<file path="src/hw/rtl/kmptt_pkg.sv">
// ----------------------------------------------------------------------------
// kmptt_pkg: shared types and constants for the keyed max-priority task table
// Operation and status codes, table entry layout and controller/datapath links.
// ----------------------------------------------------------------------------
package kmptt_pkg;

  localparam int unsigned DefaultDepth = 64;

  typedef enum logic [1:0] {
    OP_ADD    = 2'd0,
    OP_EDIT   = 2'd1,
    OP_REMOVE = 2'd2,
    OP_POP    = 2'd3
  } op_e;

  typedef enum logic [2:0] {
    ST_OK     = 3'd0,
    ST_EMPTY  = 3'd1,
    ST_ABSENT = 3'd2,
    ST_FULL   = 3'd3,
    ST_DUP    = 3'd4
  } status_e;

  // one table row as stored in the entry memory
  typedef struct packed {
    logic        valid;
    logic [15:0] task_key;
    logic [15:0] owner;
    logic [31:0] prio;
  } entry_t;

  // controller -> datapath
  typedef struct packed {
    logic start;   // latch the incoming transaction, clear scan flags
    logic clr;     // write an empty row at the sweep counter
    logic rd;      // read the row at the sweep counter
    logic commit;  // apply the table update and load the result register
  } cmd_t;

  // datapath -> controller
  typedef struct packed {
    logic cnt_last;  // sweep counter sits on the last row
    logic out_busy;  // result register full and not taken this cycle
  } sts_t;

endpackage

</file>
<file path="src/hw/rtl/kmptt_ctrl.sv">
// ----------------------------------------------------------------------------
// kmptt_ctrl: sequencing state machine
// Runs the post-reset clear sweep, then one full table scan per transaction.
// ----------------------------------------------------------------------------
module kmptt_ctrl (
  input  logic            clk_i,
  input  logic            rst_ni,
  input  logic            in_valid_i,
  output logic            in_ready_o,
  input  kmptt_pkg::sts_t sts_i,
  output kmptt_pkg::cmd_t cmd_o
);

  typedef enum logic [4:0] {
    S_CLEAR  = 5'b00001,
    S_IDLE   = 5'b00010,
    S_SCAN   = 5'b00100,
    S_LAST   = 5'b01000,
    S_FINISH = 5'b10000
  } state_e;

  state_e state_q, state_d;

  always_comb begin
    state_d    = state_q;
    cmd_o      = '0;
    in_ready_o = 1'b0;
    case (state_q)
      S_CLEAR: begin
        cmd_o.clr = 1'b1;
        if (sts_i.cnt_last) begin
          state_d = S_IDLE;
        end
      end
      S_IDLE: begin
        in_ready_o = 1'b1;
        if (in_valid_i) begin
          cmd_o.start = 1'b1;
          state_d     = S_SCAN;
        end
      end
      S_SCAN: begin
        cmd_o.rd = 1'b1;
        if (sts_i.cnt_last) begin
          state_d = S_LAST;
        end
      end
      // last read row is being evaluated
      S_LAST: begin
        state_d = S_FINISH;
      end
      S_FINISH: begin
        if (!sts_i.out_busy) begin
          cmd_o.commit = 1'b1;
          state_d      = S_IDLE;
        end
      end
      default: begin
        state_d = S_CLEAR;
      end
    endcase
  end

  always_ff @(posedge clk_i or negedge rst_ni) begin
    if (!rst_ni) begin
      state_q <= S_CLEAR;
    end else begin
      state_q <= state_d;
    end
  end

endmodule

</file>
<file path="src/hw/rtl/kmptt_dp.sv">
// ----------------------------------------------------------------------------
// kmptt_dp: table datapath
// Entry memory, sweep counter, scan trackers (key, free row, best row) and
// the result register.
// ----------------------------------------------------------------------------
module kmptt_dp #(
  parameter int unsigned DEPTH = kmptt_pkg::DefaultDepth
) (
  input  logic            clk_i,
  input  logic            rst_ni,
  input  kmptt_pkg::cmd_t cmd_i,
  output kmptt_pkg::sts_t sts_o,
  input  logic [1:0]      operation_i,
  input  logic [15:0]     task_key_i,
  input  logic [15:0]     owner_i,
  input  logic [31:0]     prio_i,
  output logic            out_valid_o,
  input  logic            out_ready_i,
  output logic [15:0]     owner_out_o,
  output logic [2:0]      status_o
);

  localparam int unsigned AW = $clog2(DEPTH);
  localparam logic [AW-1:0] LastIdx = AW'(DEPTH - 1);

  // latched transaction
  kmptt_pkg::op_e op_q;
  logic [15:0]    key_q;
  logic [15:0]    own_q;
  logic [31:0]    prio_q;

  // memory and sweep
  kmptt_pkg::entry_t mem_q [DEPTH];
  kmptt_pkg::entry_t rdata_q;
  kmptt_pkg::entry_t wdata;
  logic [AW-1:0]     cnt_q;
  logic [AW-1:0]     idx_q;
  logic [AW-1:0]     waddr;
  logic              we;
  logic              eval_q;
  logic              cnt_last;

  // scan trackers
  logic          key_found_q, free_found_q, best_found_q;
  logic [AW-1:0] key_slot_q, free_slot_q, best_slot_q;
  logic [15:0]   key_owner_q;
  logic [31:0]   best_prio_q;
  logic [15:0]   best_task_q;
  logic [15:0]   best_owner_q;
  logic          better;

  // result
  logic                out_valid_q;
  logic [15:0]         owner_out_q;
  kmptt_pkg::status_e  status_q;
  logic [15:0]         res_owner;
  kmptt_pkg::status_e  res_status;
  logic                upd_we;
  logic [AW-1:0]       upd_addr;
  kmptt_pkg::entry_t   upd_data;

  assign cnt_last       = (cnt_q == LastIdx);
  assign sts_o.cnt_last = cnt_last;
  assign sts_o.out_busy = out_valid_q && !out_ready_i;

  always_ff @(posedge clk_i or negedge rst_ni) begin
    if (!rst_ni) begin
      cnt_q  <= '0;
      eval_q <= 1'b0;
    end else begin
      eval_q <= cmd_i.rd;
      if (cmd_i.clr || cmd_i.rd) begin
        cnt_q <= cnt_last ? '0 : cnt_q + 1'b1;
      end
    end
  end

  always_ff @(posedge clk_i) begin
    idx_q <= cnt_q;
    if (cmd_i.start) begin
      op_q   <= kmptt_pkg::op_e'(operation_i);
      key_q  <= task_key_i;
      own_q  <= owner_i;
      prio_q <= prio_i;
    end
  end

  // single-port style memory: one write, one registered read per cycle
  always_ff @(posedge clk_i) begin
    if (we) begin
      mem_q[waddr] <= wdata;
    end
    if (cmd_i.rd) begin
      rdata_q <= mem_q[cnt_q];
    end
  end

  // highest priority wins, ties go to the higher task key
  assign better = !best_found_q
               || ($signed(rdata_q.prio) > $signed(best_prio_q))
               || ((rdata_q.prio == best_prio_q) && (rdata_q.task_key > best_task_q));

  always_ff @(posedge clk_i or negedge rst_ni) begin
    if (!rst_ni) begin
      key_found_q  <= 1'b0;
      free_found_q <= 1'b0;
      best_found_q <= 1'b0;
    end else if (cmd_i.start) begin
      key_found_q  <= 1'b0;
      free_found_q <= 1'b0;
      best_found_q <= 1'b0;
    end else if (eval_q) begin
      if (rdata_q.valid && (rdata_q.task_key == key_q) && !key_found_q) begin
        key_found_q <= 1'b1;
      end
      if (!rdata_q.valid && !free_found_q) begin
        free_found_q <= 1'b1;
      end
      if (rdata_q.valid && better) begin
        best_found_q <= 1'b1;
      end
    end
  end

  always_ff @(posedge clk_i) begin
    if (eval_q) begin
      if (rdata_q.valid && (rdata_q.task_key == key_q) && !key_found_q) begin
        key_slot_q  <= idx_q;
        key_owner_q <= rdata_q.owner;
      end
      if (!rdata_q.valid && !free_found_q) begin
        free_slot_q <= idx_q;
      end
      if (rdata_q.valid && better) begin
        best_slot_q  <= idx_q;
        best_prio_q  <= rdata_q.prio;
        best_task_q  <= rdata_q.task_key;
        best_owner_q <= rdata_q.owner;
      end
    end
  end

  // outcome of the scan
  always_comb begin
    res_owner  = '0;
    res_status = kmptt_pkg::ST_OK;
    upd_we     = 1'b0;
    upd_addr   = key_slot_q;
    upd_data   = '{valid: 1'b0, task_key: key_q, owner: own_q, prio: prio_q};
    case (op_q)
      kmptt_pkg::OP_ADD: begin
        if (key_found_q) begin
          res_status = kmptt_pkg::ST_DUP;
        end else if (!free_found_q) begin
          res_status = kmptt_pkg::ST_FULL;
        end else begin
          upd_we         = 1'b1;
          upd_addr       = free_slot_q;
          upd_data.valid = 1'b1;
        end
      end
      kmptt_pkg::OP_EDIT: begin
        if (!key_found_q) begin
          res_status = kmptt_pkg::ST_ABSENT;
        end else begin
          upd_we         = 1'b1;
          upd_data.valid = 1'b1;
          upd_data.owner = key_owner_q;
        end
      end
      kmptt_pkg::OP_REMOVE: begin
        if (!key_found_q) begin
          res_status = kmptt_pkg::ST_ABSENT;
        end else begin
          upd_we = 1'b1;
        end
      end
      kmptt_pkg::OP_POP: begin
        if (!best_found_q) begin
          res_status = kmptt_pkg::ST_EMPTY;
        end else begin
          res_owner = best_owner_q;
          upd_we    = 1'b1;
          upd_addr  = best_slot_q;
        end
      end
      default: begin
        res_status = kmptt_pkg::ST_OK;
      end
    endcase
  end

  always_comb begin
    if (cmd_i.clr) begin
      we    = 1'b1;
      waddr = cnt_q;
      wdata = '0;
    end else begin
      we    = cmd_i.commit && upd_we;
      waddr = upd_addr;
      wdata = upd_data;
    end
  end

  always_ff @(posedge clk_i or negedge rst_ni) begin
    if (!rst_ni) begin
      out_valid_q <= 1'b0;
    end else if (cmd_i.commit) begin
      out_valid_q <= 1'b1;
    end else if (out_ready_i) begin
      out_valid_q <= 1'b0;
    end
  end

  always_ff @(posedge clk_i) begin
    if (cmd_i.commit) begin
      owner_out_q <= res_owner;
      status_q    <= res_status;
    end
  end

  assign out_valid_o = out_valid_q;
  assign owner_out_o = owner_out_q;
  assign status_o    = status_q;

endmodule

</file>
<file path="src/hw/rtl/keyed_max_priority_task_table.sv">
// A new transaction is taken only after the previous one has been committed,
//   since each one is a row-by-row scan over the single-port entry memory.
// Reset: asynchronous, active low. After reset a clear sweep marks every row
//   empty; in_ready_o stays low until it is done.
// ----------------------------------------------------------------------------
// keyed_max_priority_task_table: keyed max-priority task table
// Holds up to DEPTH tasks (key, owner, signed priority). Supports add, edit
// priority, remove and pop-highest, each answered by one result transaction.
// ----------------------------------------------------------------------------
module keyed_max_priority_task_table #(
  parameter int unsigned DEPTH = kmptt_pkg::DefaultDepth
) (
  input  logic        clk_i,
  input  logic        rst_ni,
  // input transaction
  input  logic        in_valid_i,
  output logic        in_ready_o,
  input  logic [1:0]  operation_i,
  input  logic [15:0] task_key_i,
  input  logic [15:0] owner_i,
  input  logic [31:0] prio_i,
  // result transaction
  output logic        out_valid_o,
  input  logic        out_ready_i,
  output logic [15:0] owner_out_o,
  output logic [2:0]  status_o
);

  // Each transaction is latched, then every row is read once. While scanning,
  // the datapath tracks the first row matching the key, the lowest free row
  // and the best row (highest priority, ties to higher key). One write then
  // applies the update and the result lands in an output register, so a new
  // transaction can be taken while the previous result is still waiting.

  kmptt_pkg::cmd_t cmd;
  kmptt_pkg::sts_t sts;

  kmptt_ctrl u_ctrl (
    .clk_i      (clk_i),
    .rst_ni     (rst_ni),
    .in_valid_i (in_valid_i),
    .in_ready_o (in_ready_o),
    .sts_i      (sts),
    .cmd_o      (cmd)
  );

  kmptt_dp #(
    .DEPTH (DEPTH)
  ) u_dp (
    .clk_i       (clk_i),
    .rst_ni      (rst_ni),
    .cmd_i       (cmd),
    .sts_o       (sts),
    .operation_i (operation_i),
    .task_key_i  (task_key_i),
    .owner_i     (owner_i),
    .prio_i      (prio_i),
    .out_valid_o (out_valid_o),
    .out_ready_i (out_ready_i),
    .owner_out_o (owner_out_o),
    .status_o    (status_o)
  );

endmodule

</file>
<file path="config.mk">
export PLATFORM = sky130hd
export DESIGN_NAME = keyed_max_priority_task_table
export DESIGN_NICKNAME = d
export VERILOG_FILES = /design/src/hw/rtl/kmptt_pkg.sv /design/src/hw/rtl/kmptt_ctrl.sv /design/src/hw/rtl/kmptt_dp.sv /design/src/hw/rtl/keyed_max_priority_task_table.sv
export SDC_FILE = /design/constraint.sdc
export NUM_CORES = 2
export LEC_CHECK = 0
export BUFFER_PORTS_ARGS = -buffer_cell sky130_fd_sc_hd__buf_2
export CORE_MARGIN = 4
export CORE_UTILIZATION = 35
export DETAILED_ROUTE_END_ITERATION = 16
export MAX_ROUTING_LAYER = met4
export PLACE_DENSITY = 0.59
export SKIP_CTS_REPAIR_TIMING = 1
export SLEW_MARGIN = 10
export SYNTH_ARGS = -nofsm -noshare
export SYNTH_HDL_FRONTEND = slang
export SYNTH_MEMORY_MAX_BITS = 65536
export SYNTH_SLANG_ARGS = --single-unit
export TNS_END_PERCENT = 1
</file>
<file path="constraint.sdc">
create_clock -name clk_i -period 14.9 [get_ports clk_i]
set_clock_uncertainty 0.05 [all_clocks]
set_input_delay 2.98 -clock clk_i [delete_from_list [all_inputs] [get_ports clk_i]]
set_output_delay 2.98 -clock clk_i [all_outputs]
set_load 0.03 [all_outputs]
</file>
==> impl_metrics.tcl <==
set metrics [dict create \
    area_growth_pct 14.1 \
    netlist_area_um2 168000 \
    route.detailed.drc 0 \
    cpPeakStageDelay_ns 0.88 \
    synth_edf_count 4408 \
    synth_ff_type "edfxtp_1" \
    placed_cell_area_um2 178000 \
    maxCapViolCount 0 \
    viasPerCell 5.49 \
    drtIter0Drc 10500 \
    fin_crit_sh 0.442 \
    h-tree-depth 5 \
    routabilityCongestion 0.816 \
    p_leak_nw 48.8 \
    rsz0062_at_grt "no" \
    outcome "completed" \
    grt_pass1_wl_um 622000 \
    dr.pass1.iters 6 \
    cts_tree "yes" \
    synth_nets 6926 \
    crit_path_end_kind "flip-flop" \
    slowest_stage "buf_4" \
    cp.arrival_ns 7.10 \
    worst_pin_slew_ns 1.35 \
    vias 76900 \
    chipHeight_um 701 \
    clock_latency_ns 0.99 \
    crit_chain "buf_2, nand2b_1, and4_2, o21ai_0, nand2_1, nand2_1, nor2_4, buf_4" \
    start_util 0.351 \
    place_hpwl_um 252000 \
    ys_types 51 \
    relSlewSlack 0.0882 \
    path_class "input pin to flip-flop" \
    numCtsBuffers 435 \
    grt_max_degree 136 \
    final_antenna_net_count 0 \
    die_area_um2 492000 \
    final-hold-violation-count 0 \
    grt_antenna_before_repair 32 \
    final_area_um2 192000 \
    ys_seq_elements 4430 \
    num-fill-cells 41400 \
    post-place-ws_ns 7.28 \
    worstPathRequired_ns 15.41 \
    setup_violations 0 \
    netlist_instances 6804 \
    cpMostUsedCell "nand2_1" \
    syn_avg_cell_area_um2 24.7 \
    rows 254 \
    max_freq_mhz 152 \
    crit_family "simple AND/OR/NAND/NOR gates" \
    root_buffer "clkbuf_16" \
    setup_ws_ns 8.31 \
    worst-path-buf-inv 2 \
    layout.nets 7351 \
    path_clk_slew_ns 0.06 \
    portBuffers 90 \
    core_area_um2 479000 \
    peakVddDrop_mv 0.0997 \
    clkSinkCount 4430 \
    drive_gt1_frac 0.313 \
    hold_path.class "flip-flop to flip-flop" \
    async_flop_share 0.00361 \
    pin_count 91 \
    die_x_um 701 \
    power_density_nw_per_um2 127 \
    fin_crit_ns 6.59 \
    ys_warn_count 0 \
    worstSetupStartpointType "input pin" \
    grt_pass1_vias 78100 \
    multi_input_area_um2 34200 \
    clockBufferDepth 4 \
    wl_um 448000 \
    post_drt_wl_per_cell_um 31.9 \
    seqCellArea_um2 133000 \
    globalRouteTotalUtil 0.184 \
    crit_fanout 46 \
    grt.overflow.total 0 \
    tns_ns 0 \
    maxSlewViolCount 0 \
    seq_area_frac_synth 0.790 \
]
-- stage by stage --
| step | power, mW | hold WS (ns) | utilization | instances |
|---|---|---|---|---|
| after global routing | 25.0 | 0.405 | 0.401 | 14000 |
| after CTS | 24.5 | 0.395 | 0.401 | 14000 |
| final | 24.3 | 0.399 | 0.401 | 14000 |
| after floorplan | 13.8 | 0.292 | - | 6804 |
| after global placement | 13.8 | 0.377 | 0.371 | 13200 |
| after detailed placement | 13.8 | 0.383 | 0.372 | 13200 |
-- placed cells by master, fill, tap and decap left out, types with 7 or more instances in the layout --
cell type   count
edfxtp_1     4408
mux4_2       1300
clkbuf_16     440
buf_4         232
a22oi_1       137
nand2_1       136
clkinv_1      100
clkbuf_1       94
buf_2          90
clkinv_2       87
nor2_4         66
inv_1          54
ha_1           52
bufinv_16      38
and2_1         27
a21oi_1        22
nand3_1        20
and3_1         19
and2_2         18
a21oi_4        16
xor2_1         16
diode_2        15
nor2_1         15
o21ai_0        13
nor3_1         12
clkinvlp_4     12
buf_12         12
dfrtp_1        11
nor3b_1        10
nand4_1        10
clkinv_16      10
and2_4          8
o31ai_1         8
clkinv_8        7
inv_6           7
clkinv_4        7
-- layer usage --
layer	GRT usage	vias up	wire length, µm
met4	0.0530	0	14100
met3	0.0255	681	34200
li1	-	30400	-
met2	0.298	3482	221000
met1	0.245	42400	178000
met5	-	-	0
-- path summary, 6_finish.rpt --
check / startpoint / to / slack [ns] / cells past startpoint
hold / removal: u_dp.rdata_q[37] / u_dp.key_owner_q[5] / 0.40 / 0
hold reg to reg: u_dp.rdata_q[37] / u_dp.key_owner_q[5] / 0.40 / 0
setup / recovery: out_ready_i / u_dp.mem_q[27][7] / 8.31 / 8
max in group asynchronous: rst_ni / u_dp.cnt_q[0] / 12.35 / 1
min in group asynchronous: rst_ni / u_dp.cnt_q[2] / 1.97 / 1
setup reg to reg: u_dp.best_found_q / u_dp.mem_q[44][24] / 9.00 / 7
-- flip-flops by register name, indices dropped and copies added (netlist names) --
name	flops
u_dp.key_found_q	1
u_dp.best_found_q	1
u_dp.cnt_q	6
u_dp.own_q	16
u_dp.best_prio_q	32
u_dp.rdata_q	65
u_dp.best_task_q	16
u_ctrl.state_q	5
u_dp.owner_out_o	16
u_dp.free_found_q	1
u_dp.best_slot_q	6
u_dp.key_slot_q	6
u_dp.op_q	2
u_dp.prio_q	32
u_dp.key_owner_q	16
u_dp.status_o	3
u_dp.idx_q	6
u_dp.mem_q	4160
u_dp.free_slot_q	6
u_dp.key_q	16
u_dp.best_owner_q	16
u_dp.out_valid_o	1
u_dp.eval_q	1
-- power by group --
part / internal (mW) / switching, mW
Clock: 6.12 / 4.69
Combinational: 0.00636 / 0.00680
Sequential: 13.5 / 0.0000000000000000167
-- Yosys cell counts (3+ instances only) --
library cell  number  share of area
a21oi_1           38         0.0011
dfrtp_1           15         0.0022
o2bb2ai_1          3        0.00016
o31ai_1            8        0.00036
and3_1            20        0.00074
nand3_1           21        0.00062
ha_1              52         0.0039
xor2_1            16        0.00083
mux4_2          1300           0.17
a21o_1             6        0.00027
buf_2             77         0.0023
nor4_1             7        0.00026
o21ai_1            5        0.00015
edfxtp_1        4408           0.79
nor2b_1            5        0.00019
clkbuf_1         201         0.0045
xnor2_1            3        0.00016
nand4_1           10        0.00037
a22oi_1          137         0.0061
nand2_1          136         0.0030
buf_4             33         0.0015
a2bb2oi_1          5        0.00026
inv_1             56         0.0012
buf_6              8        0.00054
dfxtp_1            6        0.00071
o21ai_0           13        0.00039
nor2_1            81         0.0018
buf_1             28        0.00062
a31o_2             4        0.00021
nor3_1            12        0.00036
nor3b_1           10        0.00045
and2_1            52         0.0019
-- worst reg2reg max path: cells and delay by family (launching register included) --
kind | cells | cell delay (ns)
AND/OR/NAND/NOR | 2 | 1.42
AO/OA/AOI/OAI | 3 | 1.50
flip-flops | 1 | 1.11
buffers and inverters | 2 | 1.28
-- kinds of logic (layout without fill, tap and decap cells) --
kind of cell    after synthesis  count (layout)  share of synthesized area
fa+ha+maj                    52              52                    0.00387
flops                      4430            4430                      0.790
compound gates              236             236                    0.00993
xor+xnor                     19              19                   0.000990
mux                        1301            1301                      0.174
simple gates                363             363                     0.0102
other cells                   0              15                          0
buf+inv                     403            1200                     0.0107
-- area by class of cell --
cell class,count,share of cell area
antenna,15,0.000196
clock buffer,539,0.0596
clock inverter,270,0.0136
inverter,56,0.00112
multi-input combinational,1971,0.178
sequential,4430,0.693
tap,6400,0.0417
timing repair buffer,335,0.0128
Power figures use the tool's default switching activity.
